<file path="config.mk">
export PLATFORM = sky130hd
export DESIGN_NAME = ddh_fifo
export DESIGN_NICKNAME = d
export VERILOG_FILES = /design/src/rtl/delay_doppler_histogram_core_macros.svh /design/src/rtl/ddh_fifo.sv
export SDC_FILE = /design/constraint.sdc
export NUM_CORES = 1
export LEC_CHECK = 0
export BUFFER_PORTS_ARGS = -buffer_cell sky130_fd_sc_hd__buf_2
export CAP_MARGIN = 20
export CORE_MARGIN = 3
export CORE_UTILIZATION = 48
export DETAILED_ROUTE_END_ITERATION = 12
export PLACE_DENSITY = 0.75
export SLEW_MARGIN = 20
export SYNTH_ARGS = -nofsm -noshare
export SYNTH_HDL_FRONTEND = slang
export SYNTH_SLANG_ARGS = --single-unit
</file>
<file path="constraint.sdc">
create_clock -name clk_i -period 1.65 [get_ports clk_i]
set_input_delay 0.0825 -clock clk_i [delete_from_list [all_inputs] [get_ports clk_i]]
set_output_delay 0.0825 -clock clk_i [all_outputs]
set_load 0.02 [all_outputs]
</file>
<file path="src/rtl/delay_doppler_histogram_core_macros.svh">
// Assertion macros shared by the delay-Doppler histogram RTL.
// No dependencies; included by the top level only.
`ifndef DELAY_DOPPLER_HISTOGRAM_CORE_MACROS_SVH
`define DELAY_DOPPLER_HISTOGRAM_CORE_MACROS_SVH

// Same-cycle implication, disabled while reset is asserted.
`define DDH_ASSERT_NOW(lbl, clk, rst_n, ante, cons, msg) \
  lbl: assert property (@(posedge clk) disable iff (!rst_n) (ante) |-> (cons)) \
    else $error(msg);

// Next-cycle implication, disabled while reset is asserted.
`define DDH_ASSERT_NEXT(lbl, clk, rst_n, ante, cons, msg) \
  lbl: assert property (@(posedge clk) disable iff (!rst_n) (ante) |=> (cons)) \
    else $error(msg);

`endif

</file>
<file path="src/rtl/ddh_fifo.sv">
// Two-entry command queue between the front and back ends.
// Depends on nothing.
module ddh_fifo #(
  parameter int DW = 8
) (
  input  logic          clk_i,
  input  logic          rst_ni,
  input  logic          push_i,
  input  logic [DW-1:0] din_i,
  input  logic          pop_i,
  output logic [DW-1:0] dout_o,
  output logic          empty_o,
  output logic          full_o
);
  logic [DW-1:0] slot_q [2];
  logic          wptr_q, rptr_q;
  logic [1:0]    cnt_q;

  assign empty_o = (cnt_q == 2'd0);
  assign full_o  = (cnt_q == 2'd2);
  assign dout_o  = slot_q[rptr_q];

  always_ff @(posedge clk_i or negedge rst_ni) begin
    if (!rst_ni) begin
      wptr_q <= 1'b0;
      rptr_q <= 1'b0;
      cnt_q  <= 2'd0;
    end else begin
      if (push_i) begin
        wptr_q <= ~wptr_q;
      end
      if (pop_i) begin
        rptr_q <= ~rptr_q;
      end
      if (push_i && !pop_i) begin
        cnt_q <= cnt_q + 2'd1;
      end else if (pop_i && !push_i) begin
        cnt_q <= cnt_q - 2'd1;
      end
    end
  end

  always_ff @(posedge clk_i) begin
    if (push_i) begin
      slot_q[wptr_q] <= din_i;
    end
  end

endmodule

</file>
## After elaboration in Yosys (flattened, before gate mapping)

Memory sizes are Yosys's and may differ from the RTL's.
Cells that the tools add are included.

| storage, ports and cells | value |
|---|---|
| register bits after elaboration | 4 |
| memory bits (writable) | 16 |
| input port bits | 12 |
| memories kept | 1 |

Memories:

| name | words | width | rd ports | clocked after Yosys merged registers in | wr ports | line | source |
|---|---|---|---|---|---|---|---|
| slot_q | 2 | 8 | 1 | 0 | 1 | ddh_fifo.sv:15 | `logic [DW-1:0] slot_q [2];` |

| operators by class | value |
|---|---|
| $add $sub $neg | 2 |
| equal/unequal tests | 1 |
| muxes and demuxes | 4 |
| bitwise gates (word level) | 2 |
| reduce and logical (&&, ||, !) cells | 6 |

Operators with widths:

| cell | count |
|---|---|
| 2-to-1 mux 2 bit | 2 |
| adder 2 x 1 -> 2 bit, second input constant | 1 |
| == test 2 bit, second input constant | 1 |
| logical AND 1 bit | 2 |
| logical NOT 1 bit | 2 |
| logical NOT 2 bit | 1 |
| 2-to-1 mux 1 bit | 2 |
| NOT 1 bit | 2 |
| nonzero test 2 bit | 1 |
| subtractor 2 x 1 -> 2 bit, second input constant | 1 |

## Longest topological paths before layout

| depth | value |
|---|---|
| depth after elaboration | 4 |
| mapped depth | 5 |
| gate-level depth less buffers | 5 |

## Worst setup path after synthesis

Ideal clock, no wire load.

| path | value |
|---|---|
| path type | reg2reg |
| start point | register wptr_q |
| end point | memory slot_q[0][0] (enable) |
| library setup time | 373 ps |
| arrival | 789 ps |
| data required time | 1277 ps |
| setup slack | 488 ps |
| cell stages (with the launch flop) | 2 |
| cells stage by stage | dfrtp_1 -> nor2b_1 |

RTL lines:

| what | line | source |
|---|---|---|
| start: declaration | ddh_fifo.sv:16 | `logic wptr_q, rptr_q;` |
| start signal: assignment | ddh_fifo.sv:30 | `wptr_q <= ~wptr_q;` |
| end: declaration | ddh_fifo.sv:15 |  |

No word-level cell before the write port.

## Final worst setup path

| path | value |
|---|---|
| start point | register rptr_q |
| end point | output dout_o[0] |

| between the ends | value |
|---|---|
| longest elaborated chain between the ends | 1 |

Ends and longest elaborated chain:

| what | line | source |
|---|---|---|
| start: declaration | ddh_fifo.sv:16 |  |
| start signal: assignment | ddh_fifo.sv:33 | `rptr_q <= ~rptr_q;` |
| memory read (2 x 8 bit) | - |  |
| end: declaration | ddh_fifo.sv:11 | `output logic [DW-1:0] dout_o,` |

Every way passes these cells.

==> results_dict.tcl <==
set metrics [dict create \
    synthTopCellsByArea "edfxtp_1 (62%), dfrtp_1 (13%), mux2_2 (12%)" \
    placed_cells 77 \
    drv_cap 0 \
    synthCells 41 \
    setup-tns-final_ns 0 \
    critPathCaptureType "output pin" \
    die_h_um 46.07 \
    p_clk_frac 0.147 \
    dieWidth_um 46.07 \
    cp-start-kind "flop" \
    min_path_type "primary input to asynchronous set/reset pin" \
    seq_area_frac_synth 0.7532 \
    overflow 0 \
    cellLeakagePower_nw 0.4260 \
    htreeDepth 1 \
    postLayoutCellArea_um2 1027 \
    postRouteAntennaNets 0 \
    numClockSinks 20 \
    drive_gt1_frac 0.4416 \
    yosys.area.top_type "edfxtp_1" \
    path_cells "mux2_2 > buf_2" \
    grt_pass1_wl_um 1787 \
    clk_latency_ns 0.29 \
    p_switching_uw 491.2 \
    worst_slack_ns 0.1674 \
    worstPathArrival_ns 1.40 \
    initial_core_util 0.5510 \
    tightest_slew_ns 0.3684 \
    place_hpwl_um 785.6 \
    antenna_found_initial 0 \
    cts_buffer_depth 2 \
    rows 13 \
    syn_area_per_cell_um2 18.80 \
    critPathMaxFanout 9 \
    place_area_um2 890.9 \
    gp_congestion 0.6374 \
    ys_types 12 \
    min_period_ns 1.483 \
    wl_um 1112 \
    drc 0 \
    max_freq_mhz 674.5 \
    cp_slowest_cell "dfrtp_1" \
    yosysTopAreaCellShare 0.6234 \
    die_area_um2 2122 \
    drt_first_pass_iters 4 \
    grt_max_degree 12 \
    p_int_mw 1.027 \
    p_sw_frac 0.3236 \
    hold_viol 0 \
    setup_violations 0 \
    ios 22 \
    cp.required_ns 1.57 \
    clock_skew_ns 0.003670 \
    comb_power_share 0.341 \
    seqPwrFrac 0.513 \
    routedWlPerCell_um 12.09 \
    dpl_worst_slack_ns 0.4537 \
    num_vias 437 \
    area_delta_synth_final_pct 33.28 \
    coreArea_um2 1399 \
    maxSlewViolCount 0 \
    yosysWarnings 0 \
    rsz0062_at_grt "no" \
    via_per_inst 4.750 \
    p_per_area_nw_per_um2 1477 \
    netlist_area_um2 770.7 \
    ys_ff_latch 20 \
    cts.clk_slew.worst_paths_ns 0.09 \
    grt_pass1_vias 419 \
    status "finished, final reports clean" \
    drt_iter0_drc 4 \
    cts_root_buffer "clkbuf_4" \
    synth_nets 54 \
    grt_util_all_layers 0.1276 \
    instances_no_fill 92 \
    critPathKind "flop to output pin" \
    slowest_delay_ns 0.57 \
    ir_worst_vdd_uv 994.8 \
    min_period_over_period 0.8985 \
    fin_nets 91 \
    maxSlewHeadroom 0.7544 \
    diodes 0 \
    cts_buffers 3 \
    power.total_mw 1.518 \
    tritoncts "built" \
    port_buffers 21 \
]
[per-stage QoR]
stage               hold WS [ns]  utilization
CTS                     0.002836       0.7272
finish                    0.1120       0.7343
floorplan                -0.2131            -
global route              0.1197       0.7343
detailed placement       -0.1082       0.6369
global placement         -0.1089       0.6369
[kinds of logic (layout without fill, tap and decap cells)]
group / after synthesis / after routing / share of synthesized area
and+or+nand+nor: 5 / 5 / 0.03735
xor gates and xnor gates: 5 / 5 / 0.05682
DFF: 20 / 20 / 0.7533
buffers and inverters: 2 / 38 / 0.01947
muxes: 8 / 8 / 0.1169
adders and majority gates: 1 / 1 / 0.01623
[power by group through the flow]
stage	logic [mW]	clock network [mW]	registers [mW]
2_1_floorplan	0.416	0	0.741
3_3_place_gp	0.501	0	0.789
3_5_place_dp	0.508	0	0.793
4_1_cts	0.524	0.230	0.783
5_1_grt	0.558	0.266	0.799
6_report	0.517	0.223	0.778
[flip-flops by register name, indices dropped and copies added, names as in the netlist]
signal / cells
slot_q: 16
cnt_q: 2
wptr_q: 1
rptr_q: 1
[layout make-up]
cell class / count / area, um2
Timing Repair Buffer: 33 / 222.7
Sequential cell: 20 / 580.6
Multi-Input combinational cell: 19 / 175.2
Fill cell: 108 / 371.6
Tap cell: 15 / 18.77
Clock buffer: 4 / 26.28
Inverter: 1 / 3.754
[placed cells by master, fill, tap and decap left out]
cell	count
mux2_2	8
and2b_2	1
nor2b_1	1
ha_1	1
dfrtp_1	4
dlygate4sd3_1	11
xor2_1	4
edfxtp_1	16
inv_1	1
clkbuf_4	3
xnor2_1	1
nor2_1	2
clkbuf_1	1
buf_2	21
and2_1	1
buf_4	1
[per-layer routing]
metal / GRT usage / vias to the layer above / wire [um]
li1: - / 219 / -
met1: 0.1432 / 201 / 468
met2: 0.2005 / 13 / 557
met3: 0.04688 / 4 / 61
met4: 0.08523 / 0 / 25
met5: 0 / - / 0
[final timing paths]
check / start / to / slack (ns) / depth (start not counted)
worst max-delay path: rptr_q / dout_o[0] / 0.17 / 2
worst min-delay path: rst_ni / cnt_q[1] / 0.11 / 2
worst max register to register: wptr_q / slot_q[1][2] / 0.57 / 1
worst min register to register: wptr_q / wptr_q / 0.50 / 1
max in group asynchronous: rst_ni / rptr_q / 1.42 / 2
min in group clk_i: wptr_q / wptr_q / 0.50 / 1
[what timing repair did]
action,4_1_cts,5_1_grt
hold endpoints to repair,21,1
setup buffers,0,0
hold buffers,10,1
resized for setup,0,0
[synthesized netlist by cell type]
| cell type | count |
|---|---|
| xor2_1 | 4 |
| nor2b_1 | 1 |
| buf_6 | 1 |
| mux2_2 | 8 |
| and2_1 | 1 |
| inv_1 | 1 |
| edfxtp_1 | 16 |
| nor2_1 | 2 |
| ha_1 | 1 |
| dfrtp_1 | 4 |
| xnor2_1 | 1 |
| and2b_2 | 1 |
[worst max-delay path, delay by kind of cell (launching register included)]
family	cells	cell delay, ns
muxes	1	0.38
DFF	1	0.57
buffers and inverters	1	0.16
(Power assumes the default switching activity.)
