**src/rtl/delay_doppler_histogram_core_macros.svh**
```systemverilog
// Assertion macros shared by the delay-Doppler histogram RTL.
// No dependencies; included by the top level only.
`ifndef DELAY_DOPPLER_HISTOGRAM_CORE_MACROS_SVH
`define DELAY_DOPPLER_HISTOGRAM_CORE_MACROS_SVH

// Same-cycle implication, disabled while reset is asserted.
`define DDH_ASSERT_NOW(lbl, clk, rst_n, ante, cons, msg) \
  lbl: assert property (@(posedge clk) disable iff (!rst_n) (ante) |-> (cons)) \
    else $error(msg);

// Next-cycle implication, disabled while reset is asserted.
`define DDH_ASSERT_NEXT(lbl, clk, rst_n, ante, cons, msg) \
  lbl: assert property (@(posedge clk) disable iff (!rst_n) (ante) |=> (cons)) \
    else $error(msg);

`endif

```
**src/rtl/ddh_pkg.sv**
```systemverilog
// Shared types and constants of the delay-Doppler histogram core.
// No dependencies.
package ddh_pkg;

  localparam int CellW = 36;
  localparam int ValW  = 17;
  localparam int QuoW  = 15;

  typedef enum logic [1:0] {
    OP_CLEAR = 2'd0,
    OP_ACC   = 2'd1,
    OP_MAX   = 2'd2,
    OP_READ  = 2'd3
  } ddh_op_e;

  typedef enum logic [1:0] {
    STAT_OK    = 2'd0,
    STAT_SKIP  = 2'd1,
    STAT_NOPOS = 2'd2
  } ddh_status_e;

  typedef enum logic [2:0] {
    S_CLEAR,
    S_IDLE,
    S_ACC,
    S_WALK,
    S_READ,
    S_DIV,
    S_FIN
  } ddh_state_e;

  // Classification of one command, made by the front end.
  typedef struct packed {
    ddh_op_e op;
    logic    skip;
    logic    oob;
  } ddh_ctrl_t;

  localparam logic signed [CellW-1:0] CellMax = {1'b0, {(CellW-1){1'b1}}};
  localparam logic signed [CellW-1:0] CellMin = {1'b1, {(CellW-1){1'b0}}};
  localparam logic [ValW-1:0] ValPosSat = 17'h08000;
  localparam logic [ValW-1:0] ValNegSat = 17'h18000;

endpackage

```
**src/rtl/ddh_front.sv**
```systemverilog
// Front end: accepts commands and maps a pixel to its grid cell address.
// Depends on ddh_pkg.
module ddh_front #(
  parameter int GRID_WIDTH  = 64,
  parameter int GRID_HEIGHT = 64,
  parameter int AW          = 12
) (
  input  logic               clk_i,
  input  logic               rst_ni,
  input  logic               start_i,
  input  logic               hold_i,
  input  logic [1:0]         operation_i,
  input  logic signed [15:0] radial_velocity_i,
  input  logic [15:0]        depth_i,
  input  logic signed [15:0] weight_i,
  input  logic [11:0]        cell_index_i,
  input  logic               full_i,
  output logic               busy_o,
  output logic               push_o,
  output ddh_pkg::ddh_ctrl_t ctrl_o,
  output logic signed [15:0] weight_o,
  output logic [AW-1:0]      addr_o
);
  import ddh_pkg::*;

  localparam int Cells = GRID_WIDTH * GRID_HEIGHT;
  localparam int WW    = $clog2(GRID_WIDTH + 1);
  localparam int HW    = $clog2(GRID_HEIGHT + 1);
  localparam int IW    = (AW > 12) ? AW : 12;
  localparam int LW    = WW + HW + 1;

  logic               s1_v_q, s2_v_q;
  ddh_op_e            s1_op_q, s2_op_q;
  logic [15:0]        s1_vel_q, s1_dep_q;
  logic signed [15:0] s1_w_q, s2_w_q;
  logic [IW-1:0]      s1_idx_q, s2_idx_q;
  logic [WW-1:0]      s2_col_q;
  logic [HW-1:0]      s2_row_q;
  logic               s2_skip_q, s2_oob_q;

  logic               s1_go, s2_go, accept;
  logic [WW+15:0]     colp;
  logic [HW+15:0]     rowp;
  logic [WW-1:0]      col_c;
  logic [HW-1:0]      row_c;
  logic [LW-1:0]      lin;

  assign s2_go  = s2_v_q && !full_i;
  assign s1_go  = s1_v_q && (!s2_v_q || s2_go);
  assign busy_o = hold_i || (s1_v_q && !s1_go);
  assign accept = start_i && !busy_o;

  // Column and row scale the fractions by the grid size.
  assign colp  = (WW + 16)'(GRID_WIDTH) * (WW + 16)'(s1_vel_q);
  assign rowp  = (HW + 16)'(GRID_HEIGHT) * (HW + 16)'(s1_dep_q);
  assign col_c = colp[WW+15:16];
  assign row_c = rowp[HW+15:16];

  assign lin = LW'(s2_row_q) * LW'(GRID_WIDTH) + LW'(s2_col_q);

  assign push_o        = s2_go;
  assign ctrl_o.op     = s2_op_q;
  assign ctrl_o.skip   = s2_skip_q;
  assign ctrl_o.oob    = s2_oob_q;
  assign weight_o      = s2_w_q;
  assign addr_o        = (s2_op_q == OP_READ) ? s2_idx_q[AW-1:0] : lin[AW-1:0];

  always_ff @(posedge clk_i or negedge rst_ni) begin
    if (!rst_ni) begin
      s1_v_q <= 1'b0;
      s2_v_q <= 1'b0;
    end else begin
      if (accept) begin
        s1_v_q <= 1'b1;
      end else if (s1_go) begin
        s1_v_q <= 1'b0;
      end
      if (s1_go) begin
        s2_v_q <= 1'b1;
      end else if (s2_go) begin
        s2_v_q <= 1'b0;
      end
    end
  end

  always_ff @(posedge clk_i) begin
    if (accept) begin
      s1_op_q  <= ddh_op_e'(operation_i);
      s1_vel_q <= {~radial_velocity_i[15], radial_velocity_i[14:0]};
      s1_dep_q <= depth_i;
      s1_w_q   <= weight_i;
      s1_idx_q <= IW'(cell_index_i);
    end
    if (s1_go) begin
      s2_op_q   <= s1_op_q;
      s2_w_q    <= s1_w_q;
      s2_idx_q  <= s1_idx_q;
      s2_col_q  <= col_c;
      s2_row_q  <= row_c;
      s2_skip_q <= (s1_dep_q == 16'd0) || (col_c >= WW'(GRID_WIDTH))
                   || (row_c >= HW'(GRID_HEIGHT));
      s2_oob_q  <= (IW + 1)'(s1_idx_q) >= (IW + 1)'(Cells);
    end
  end

endmodule

```
**config.mk**
```make
export PLATFORM = sky130hd
export DESIGN_NAME = ddh_front
export DESIGN_NICKNAME = d
export VERILOG_FILES = /design/src/rtl/delay_doppler_histogram_core_macros.svh /design/src/rtl/ddh_pkg.sv /design/src/rtl/ddh_front.sv
export SDC_FILE = /design/constraint.sdc
export NUM_CORES = 1
export LEC_CHECK = 0
export BUFFER_PORTS_ARGS = -buffer_cell sky130_fd_sc_hd__buf_2
export CAP_MARGIN = 0
export CORE_MARGIN = 4
export CORE_UTILIZATION = 34
export CTS_BUF_LIST = sky130_fd_sc_hd__clkbuf_4
export DETAILED_ROUTE_END_ITERATION = 6
export GPL_TIMING_DRIVEN = 0
export PLACE_DENSITY_LB_ADDON = 0.3
export SKIP_LAST_GASP = 1
export SLEW_MARGIN = 30
export SYNTH_ARGS = -nofsm -noshare
export SYNTH_HDL_FRONTEND = slang
export SYNTH_SLANG_ARGS = --single-unit
```
**constraint.sdc**
```tcl
create_clock -name clk_i -period 10.8 [get_ports clk_i]
set_input_delay 1.08 -clock clk_i [delete_from_list [all_inputs] [get_ports clk_i]]
set_output_delay 1.08 -clock clk_i [all_outputs]
set_load 0.05 [all_outputs]
```
After elaboration in Yosys (flattened, before gate mapping)
Index checks and enable logic that the tools add are counted.
{"block": "totals", "regBits": 107, "input_bits": 67, "elab_cells": 38}
{"block": "classes", "addsub": 1, "n_lt_le_gt_ge": 2, "n_eq_ne": 1, "muxes": 5, "n_bitwise": 1, "reduce_logical": 15}
{"op": "16-bit logical NOT", "n": 1}
{"op": "6-bit by 7-bit >= comparator with 1-bit output, second input constant", "n": 2}
{"op": "12-bit by 6-bit adder with 12-bit output", "n": 1}
{"op": "12-bit two-way mux", "n": 1}
{"op": "1-bit logical AND", "n": 4}
{"op": "1-bit logical NOT", "n": 4}
{"op": "1-bit logical OR", "n": 4}
{"op": "1-bit two-way mux", "n": 4}
{"op": "2-bit nonzero test", "n": 2}
{"op": "2-bit equality test, second input constant", "n": 1}
{"op": "1-bit inverter", "n": 1}

Logic depth before layout (Yosys ltp)
Gate-level depths: netlist (run 1).
{"block": "logic_depth", "word_depth": 10, "depth_mapped": 3}

Worst setup path before layout (run 1)
Ideal clock, no wire load.
{"block": "synth_path", "path_kind": "input-to-reg", "from": "in full_i", "to": "reg s2_col_q[0], enable pin", "setup_time_ns": 0.509, "arrival_ns": 4.245, "t_required_ns": 10.291, "slack_ns": 6.046, "stages": 1, "n_path_buf": 0, "cell_sequence": "a21boi_0"}
{"block": "synth_between", "elab_chain_cells": 4}
{"element": "from (decl)", "line": "ddh_front.sv:17", "source": "input logic full_i,"}
{"element": "1-bit logical NOT", "line": "ddh_front.sv:48", "source": "assign s2_go = s2_v_q && !full_i;"}
{"element": "1-bit logical AND", "line": "ddh_front.sv:48"}
{"element": "1-bit logical OR", "line": "ddh_front.sv:49", "source": "assign s1_go = s1_v_q && (!s2_v_q || s2_go);"}
{"element": "1-bit logical AND", "line": "ddh_front.sv:49"}
{"element": "to (signal assigned)", "line": "ddh_front.sv:98", "source": "s2_col_q <= col_c;"}
{"element": "to (decl)", "line": "ddh_front.sv:37", "source": "logic [WW-1:0] s2_col_q;"}
Every way passes these cells.
A chain may end at the register's enable or synchronous reset.

Final worst setup path (run 1)
{"block": "layout_path", "from": "in full_i", "to": "out busy_o"}
{"block": "layout_between", "elab_chain_cells": 7}
{"element": "1-bit logical NOT", "line": "ddh_front.sv:48"}
{"element": "1-bit logical AND", "line": "ddh_front.sv:48"}
{"element": "1-bit logical OR", "line": "ddh_front.sv:49"}
{"element": "1-bit logical AND", "line": "ddh_front.sv:49"}
{"element": "1-bit logical NOT", "line": "ddh_front.sv:50", "source": "assign busy_o = hold_i || (s1_v_q && !s1_go);"}
{"element": "1-bit logical AND", "line": "ddh_front.sv:50"}
{"element": "1-bit logical OR", "line": "ddh_front.sv:50"}
{"element": "to (decl)", "line": "ddh_front.sv:18", "source": "output logic busy_o,"}
Every way passes these cells.

==> results list, run 1 <==
- The flow ran to the end, and the final reports show no timing, DRC or antenna violations.
- Number of synthesized register bits: 97
* Worst path max stage delay: 260 ps
* Std-Cell Rows: 35
- Setup TNS: 0 ps
* Endpoint class of the critical path: output port
- End-of-flow core utilization: 44.1%
- Overall fraction of global-route tracks in use: under 10%
* GR Overflow Total: 0
- Combinational logic burns about a tenth of the power.
- Net switching power figure: 168 uW
- Routed met1 length: 1.83 mm
* Total wire length after detailed routing: 5.13 mm
- Wire segments on met2 add up to roughly 2.8 mm in the final route.
- In this run the tool buffered the top-level ports with 89 buffer cells.
- Dividing total power by cell area gives a power density of between 150 and 200 nW/um2.
- Detailed placement ended at an HPWL of 3.86 mm.
* Most frequent cell on the critical path: sky130_fd_sc_hd__buf_2
- The cell family contributing the most delay on the critical path is buffers and inverters.
- Register area share after synthesis: 90.8%
- Placeable core region: 9200 um2
- Die outline area: 11000 um2
* 1st-iter DRT viols: 43
- Cell area after technology mapping: 3200 um2
- The number of buffers and inverters on the critical path is 2.
- 0 antenna diodes ended up in the layout.
* # fillers: 823
- Final routed wire length divided by cell count: 14.7 um
- From left edge to right edge, the die measures 105 um.
- After synthesis, the mean cell area works out to 25.0 um2.
- Clock tree synthesis selected as its root buffer the cell sky130_fd_sc_hd__clkbuf_4.
- Leaving out fill and tap cells, the most frequent cells in the layout are sky130_fd_sc_hd__edfxtp_1 (95), sky130_fd_sc_hd__buf_2 (89), sky130_fd_sc_hd__clkbuf_4 (11).
- In this run switching power makes up 23.8% of total power.
- Clock power share: 27.2%
- Insertion delay of the later-clocked pin in the worst-skew pair: 410 ps
* Internal Pwr Total: 539 uW
- Net Count, Synth: 195
- Counting flops with a built-in enable in the synthesized netlist gives 95.
- Path type of the worst setup path: input port to output port
- CTS tree: built
* Maximum number of buffers from clock root to sink: 2
* Hold_buf cts: 0
- Part of the total power dissipated in sequential elements: 62.3%
- Worst IR drop on VDD: 0.0549 mV
- Measured slew at the worst slew-check pin: 524 ps
- Clock transition time at the flip-flop clock pins of the worst setup and hold paths: 140 ps
- The initial antenna violation count came to 1.
- The H-tree was split into 3 levels.
* HP Class: input port to asynchronous set/reset pin
- Based on the critical path, the design can be clocked at up to ~0.36 GHz.
- STA classifies the critical path startpoint as an input port.
- The via count of the first global-routing pass is 1529.
- Crit Path Max Fanout: 4
- In this run the static leakage power is 1.56 nW.
* Num Clock Sinks: a little under 100
* Final Critical Period: about 2800 ps
- Detailed-route DRC error count: 0
- Once detail routing completed, the nets flagged for antenna violations numbered 0.
- Worst rel slew slack: about two thirds
- Data required, critical path: just under 10000 ps
* Global-route wire length before repair: 8.07 mm
* Final nets: 299
* CTS-repair resized insts: 0
- Cell-by-cell trace of the critical path: buf_2, nand3_1, nand2b_1, buf_2
- Die Height: roughly 100 um
- Routability-driven placement finished with a final weighted congestion of 0.677.
* Number of failing setup endpoints in the final timing report: 0
- Critical path arrival: approximately 1700 ps
* Post-DR vias/cell: 4.34
- Async SR Flop Fraction: 2.06%
- The post-route netlist has 53.6% of its cells at a drive strength greater than 1.
- Slowest-stage cell, CP: sky130_fd_sc_hd__buf_2
* Number of search-and-repair iterations in the first detailed-routing pass: 4
* Yosys warns: 0
- Maximum number of pins on one net before global-route repair: 22
* Cells after synthesis: between 100 and 150
- Worst slack after detailed placement: roughly 8000 ps
- Setup repair after global routing missed its margin: no
* Clock skew after layout: 15.7 ps
* Highest metal layer used by the detailed router: met5
- The final hold violation count is 0.
- Max Slew Vio Count: 0
- Number of max-cap violations: 0
- Most common flop cell mapped by yosys: sky130_fd_sc_hd__edfxtp_1
* Effective utilization at floorplan: around a third
- After detailed placement, the design holds a cell count of 332.
- The number of setup buffers added after CTS is 0.
- 101 I/O pins were placed.
- The number of clock buffers added by TritonCTS is 9.
- Total power for the finished layout comes to 707 uW.
* Area growth syn-to-layout: 26.9%
* Finished Layout Cells: 348
* Post-layout worst setup margin: 8030 ps
- The library cell used most frequently in the layout, excluding fill and tap cells, is sky130_fd_sc_hd__edfxtp_1.
- Share of the clock period used by the worst path after layout: 25.6%
- The final route contains between 1500 and 2000 vias.
- Wire length on met3: 332 um
- Number of different library cells in the post-synthesis netlist: 17
## power by group through the flow
| stage | Combinational [mW] | Sequential, mW | Clock (mW) |
|---|---|---|---|
| final | 0.0742 | 0.441 | 0.192 |
| after global routing | 0.0790 | 0.443 | 0.219 |
| after CTS | 0.0759 | 0.441 | 0.203 |
| after detailed placement | 0.0758 | 0.450 | 0 |
| after global placement | 0.0672 | 0.452 | 0 |
| after floorplan | 0.0332 | 0.463 | 0 |
## sequential cells by signal, summed over array words and instances, names as in the netlist
| name | count |
|---|---|
| s1_vel_q | 6 |
| s1_w_q | 16 |
| s2_skip_q | 1 |
| s1_idx_q | 12 |
| s2_op_q | 2 |
| s2_v_q | 1 |
| s1_op_q | 2 |
| s1_v_q | 1 |
| s2_row_q | 6 |
| weight_o | 16 |
| s2_col_q | 6 |
| s1_dep_q | 16 |
| s2_idx_q | 12 |
## per-stage QoR
stage               cell area, um2  hold WS [ps]
floorplan                     3200           400
global placement              3780           400
detailed placement            3910           405
CTS                           4060           380
global route                  4060           368
finish                        4060           419
## final cells by class
type,count,area (um2),area share [%]
flip-flops and latches,97,2900,71.5
inverters,1,3.75,0.0925
plain buffers,3,26.3,0.648
well taps,111,139,3.42
multi-input cells,27,284,7.00
clock inverters,5,63.8,1.57
clock buffers,11,82.6,2.04
repair buffers,93,556,13.7
## synthesized netlist by cell type (2+ instances only)
cell type | number | area (um2)
sky130_fd_sc_hd__edfxtp_1 | 95 | 2850
sky130_fd_sc_hd__nor2b_1 | 2 | 12.5
sky130_fd_sc_hd__nor4_1 | 4 | 25.0
sky130_fd_sc_hd__buf_4 | 2 | 15.0
sky130_fd_sc_hd__mux2_2 | 2 | 22.5
sky130_fd_sc_hd__dfrtp_1 | 2 | 50.1
sky130_fd_sc_hd__nand2b_1 | 2 | 12.5
sky130_fd_sc_hd__mux2_4 | 10 | 150
## metal layers
layer	GRT usage (%)	vias up
met3	3.52	14
met1	10.1	739
met4	5.90	2
li1	-	715
met2	17.4	42
met5	0	-
## cell families (layout without fill, tap and decap cells)
kind of cell,count (synthesis),in the layout,synth area share [%]
other,1,1,0.117
AND/OR/NAND/NOR,12,12,2.31
flip-flops,97,97,90.8
multiplexers,12,12,5.40
AO/OA/AOI/OAI,2,2,0.470
buffers and inverters,4,113,0.939
## final timing paths
path	from	endpoint	slack (ps)	depth (start not counted)
max	full_i	busy_o	8030	4
max reg2reg	s2_v_q	s1_vel_q[10]	9060	4
min in group clk_i	s1_vel_q[10]	s2_col_q[0]	430	0
min reg2reg	s1_vel_q[10]	s2_col_q[0]	430	0
min	rst_ni	s2_v_q	420	1
max in group asynchronous	rst_ni	s1_v_q	10290	1
(Power assumes the default switching activity.)
==> run 2: changes to the inputs <==
==> constraint.sdc (replaced) <==
create_clock -name clk_i -period 2.5 [get_ports clk_i]
set_input_delay 0.25 -clock clk_i [delete_from_list [all_inputs] [get_ports clk_i]]
set_output_delay 0.25 -clock clk_i [all_outputs]
set_load 0.05 [all_outputs]
==> run 2 against run 1 <==
  * Clock-buffer cell count down 2
  * Sequential share of layout area down 8.5 points
  * First-iteration DRC count up 35%
  * Wire length up 10%
  * Clock power rose to 5.3 times the previous value
  * Non-clock buffer count up 52
  * Register-to-register slack worse by 8200 ps
  * Die area unchanged
  * Clock skew about the same
  * Sequential power rose to 4.3 times the previous value
  * Combinational power rose to 5.1 times the previous value
  * Critical endpoint is now addr_o[7]
  * Largest power group unchanged
  * Highest routed layer is now met4
==> results list, run 2 (synthesis results as in run 1) <==
- The worst relative slew slack was 60.7% (-4.3 points).
- The number of nets with antenna violations after routing is 0 (unchanged).
* Die Width: 105 um (unchanged)
- Worst IR drop on VDD: 0.283 mV (+420%)
- Crit Path Max Fanout: 10 (+6)
- Insertion delay of the later-clocked pin in the worst-skew pair: 420 ps (about the same)
- The endpoint identified for the worst register-to-register timing path is s2_idx_q[0].
* Maximum number of pins on one net before global-route repair: 26 (+18%)
* Fraction of final layout cells with drive strength greater than 1: 43.3% (-10 points)
- The average wire per cell in the routed design was 14.1 um (-4.0%).
- Measured slew at the worst slew-check pin: 588 ps (+64.1 ps)
- Setup TNS: 0 ps (unchanged)
* Cell-by-cell trace of the critical path: nand2_2, buf_6, mux2_4, buf_2
* Leakage power summed over all cells: 1.79 nW (+15%)
- The worst hold path begins at radial_velocity_i[15].
- TritonCTS built the clock tree.
- The overall die area is 11000 um2 (unchanged).
- Clock transition time at the flip-flop clock pins of the worst setup and hold paths: 140 ps (about the same)
- Number of failing setup endpoints in the final timing report: 0 (unchanged)
- Via count of the first global-routing pass: 1874 (+23%)
* Htree depth: 3 (unchanged)
- Std-Cell Rows: 35 (unchanged)
- The worst-case register-to-register setup slack is 850 ps (-8210 ps).
- The global-route track usage on met3 came to 3.52% (unchanged).
- The data arrival time of the critical path was 1670 ps (-20 ps).
- Final weighted congestion of routability-driven global placement: 0.676 (about the same)
- Most frequent standard cell in the layout excluding fill and tap cells: sky130_fd_sc_hd__edfxtp_1
- In this run the critical register-to-register path is launched from s2_v_q.
- Input/output buffers: 89 (unchanged)
- The worst setup skew after layout came to 15.2 ps (-0.412 ps).
* Most used cells in the layout excluding fill and tap cells: sky130_fd_sc_hd__edfxtp_1 (95), sky130_fd_sc_hd__buf_2 (89), sky130_fd_sc_hd__dlygate4sd3_1 (52)
- Sequential Area: 2900 um2 (unchanged)
* Number of search-and-repair iterations in the first detailed-routing pass: 4 (unchanged)
- Logic depth of the worst register-to-register path: 3 (-1)
* Critical path launch point type: flip-flop
- The sum of net half-perimeters after detailed placement is 3.79 mm (-2.0%).
- The I/O pin count was 101 (unchanged).
- Finished Layout Cells: 400 (+15%)
- The global routing usage on met2 is 18.3% (+0.92 points).
- Antenna Cells: 0 (unchanged)
* Slowest-stage cell, CP: sky130_fd_sc_hd__edfxtp_1
- The via density per instance was 4.23 (-2.8%).
- The path with the worst hold slack has its endpoint at s1_vel_q[15].
* Buf/Inv on CP: 2 (unchanged)
- The total global routing track utilization came to 10.8% (+0.91 points).
* Run status: completed
- The number of placed cells counting well taps was 332 (unchanged).
- The remaining global-route overflow is 0 (unchanged).
* CTS root buffer: sky130_fd_sc_hd__clkbuf_4
- HP Class: input port to flip-flop
* Final nets: 351 (+17%)
* Die Height: 105 um (unchanged)
* End-of-flow core utilization: 50.0% (+5.9 points)
- Kind of cell adding the most delay to the critical path: flip-flops
- Worst path max stage delay: 440 ps (+180 ps)
- Detailed-route DRC error count: 0 (unchanged)
- The number of fill cells came to 753 (-8.5%).
- Maximum number of buffers from clock root to sink: 2 (unchanged)
- Area growth syn-to-layout: 43.9%
* Multi-input logic area: 284 um2 (unchanged)
* Number of antenna violations at the first check in global routing: 0 (-1)
- Setup repair after global routing left no endpoint under its margin.
- The number of pins exceeding their max-slew limit in the final report was 0 (unchanged).
- Final Critical Period: 1920 ps
- Num Clock Sinks: 97 (unchanged)
- Path type of the worst setup path: flip-flop to output port
* Final number of hold-violating endpoints: 0 (unchanged)
- Placeable core region: 9200 um2 (unchanged)
- 1st-iter DRT viols: 58 (+35%)
- The power density normalized to cell area was 716 nW/um2 (+310%).
* Via count of the routed design: 1690 (+12%)
- Global-route met1 utilization: 11.8% (+1.8 points)
* Worst Hold Depth: 2
- Share of the clock period used by the worst path after layout: ~77%
- The number of buffers inserted during clock tree synthesis came to 9 (unchanged).
- Effective utilization at floorplan: 34.8% (unchanged)
- Total wire length after detailed routing: 5.65 mm (+10%)
- met2 is the most crowded layer.
- The worst endpoint required time was 2250 ps (-7470 ps).
- The worst setup path is captured at an output port.
- Derived from the worst setup path, the maximum achievable clock frequency is 0.520 GHz.
- Global-route wire length before repair: 9.14 mm (+13%)
- Number of max-cap violations: 0 (unchanged)
-- run 2: cell types whose count changed in the layout (fill, tap and decap cells not counted), sizes merged --
| cell | delta |
|---|---|
| dlygate4sd3 | +52 |
| bufinv | +2 |
| clkbuf | -2 |
| clkinvlp | -1 |
| inv | +1 |
-- run 2: routing by layer --
layer | wire length (um) | vias up
li1 | - | 825
met1 | 2190 | 783
met2 | 2940 | 66
met3 | 344 | 16
met4 | 176 | 0
met5 | 0 | -
-- run 2: how the worst max path moves through the flow --
stage,end,slack (ps),cells after the start,from
floorplan,s1_dep_q[0],180,2,s2_v_q
global placement,s1_vel_q[15],-400,2,s2_v_q
detailed placement,s2_col_q[0],830,3,s2_v_q
CTS,addr_o[1],510,4,s2_op_q[1]
global route,addr_o[11],480,4,s2_op_q[1]
finish,addr_o[7],580,4,s2_op_q[1]
-- run 2: worst reg2reg max path, stage by stage, from the launching register on --
cell	delay [ps]
sky130_fd_sc_hd__dfrtp_1	460
sky130_fd_sc_hd__a21boi_4	520
sky130_fd_sc_hd__buf_16	230
sky130_fd_sc_hd__buf_8	180
-- run 2: what timing repair did --
item                                   4_1_cts  5_1_grt
buffers inserted                             0        0
gates resized for setup                      0        0
endpoints found under the hold margin       53        0
hold buffers                                52        0
-- run 2: final cells by class --
| cell class | count | area share [%] |
|---|---|---|
| timing repair buffer | 145 | 23.1 |
| clock buffer | 9 | 1.47 |
| tap | 111 | 3.02 |
| inverter | 1 | 0.0816 |
| sequential | 97 | 63.1 |
| buffer | 3 | 0.571 |
| multi-input combinational | 27 | 6.17 |
| clock inverter | 7 | 2.50 |
-- run 2: metrics by stage --
stage	hold slack (ps)	area (um2)	setup slack (ps)	total power [mW]
after floorplan	-45.6	3200	183	2.14
after global placement	35.8	3790	-401	2.24
after detailed placement	39.6	3900	831	2.27
after CTS	30.6	4600	514	3.35
after global routing	24.0	4600	480	3.44
final	73.8	4600	576	3.29
-- run 2: where the power goes --
group,internal (mW),switching (mW),leakage [nW]
clock network,0.508,0.498,0.0960
logic,0.160,0.223,0.781
registers,1.88,0.0241,0.914
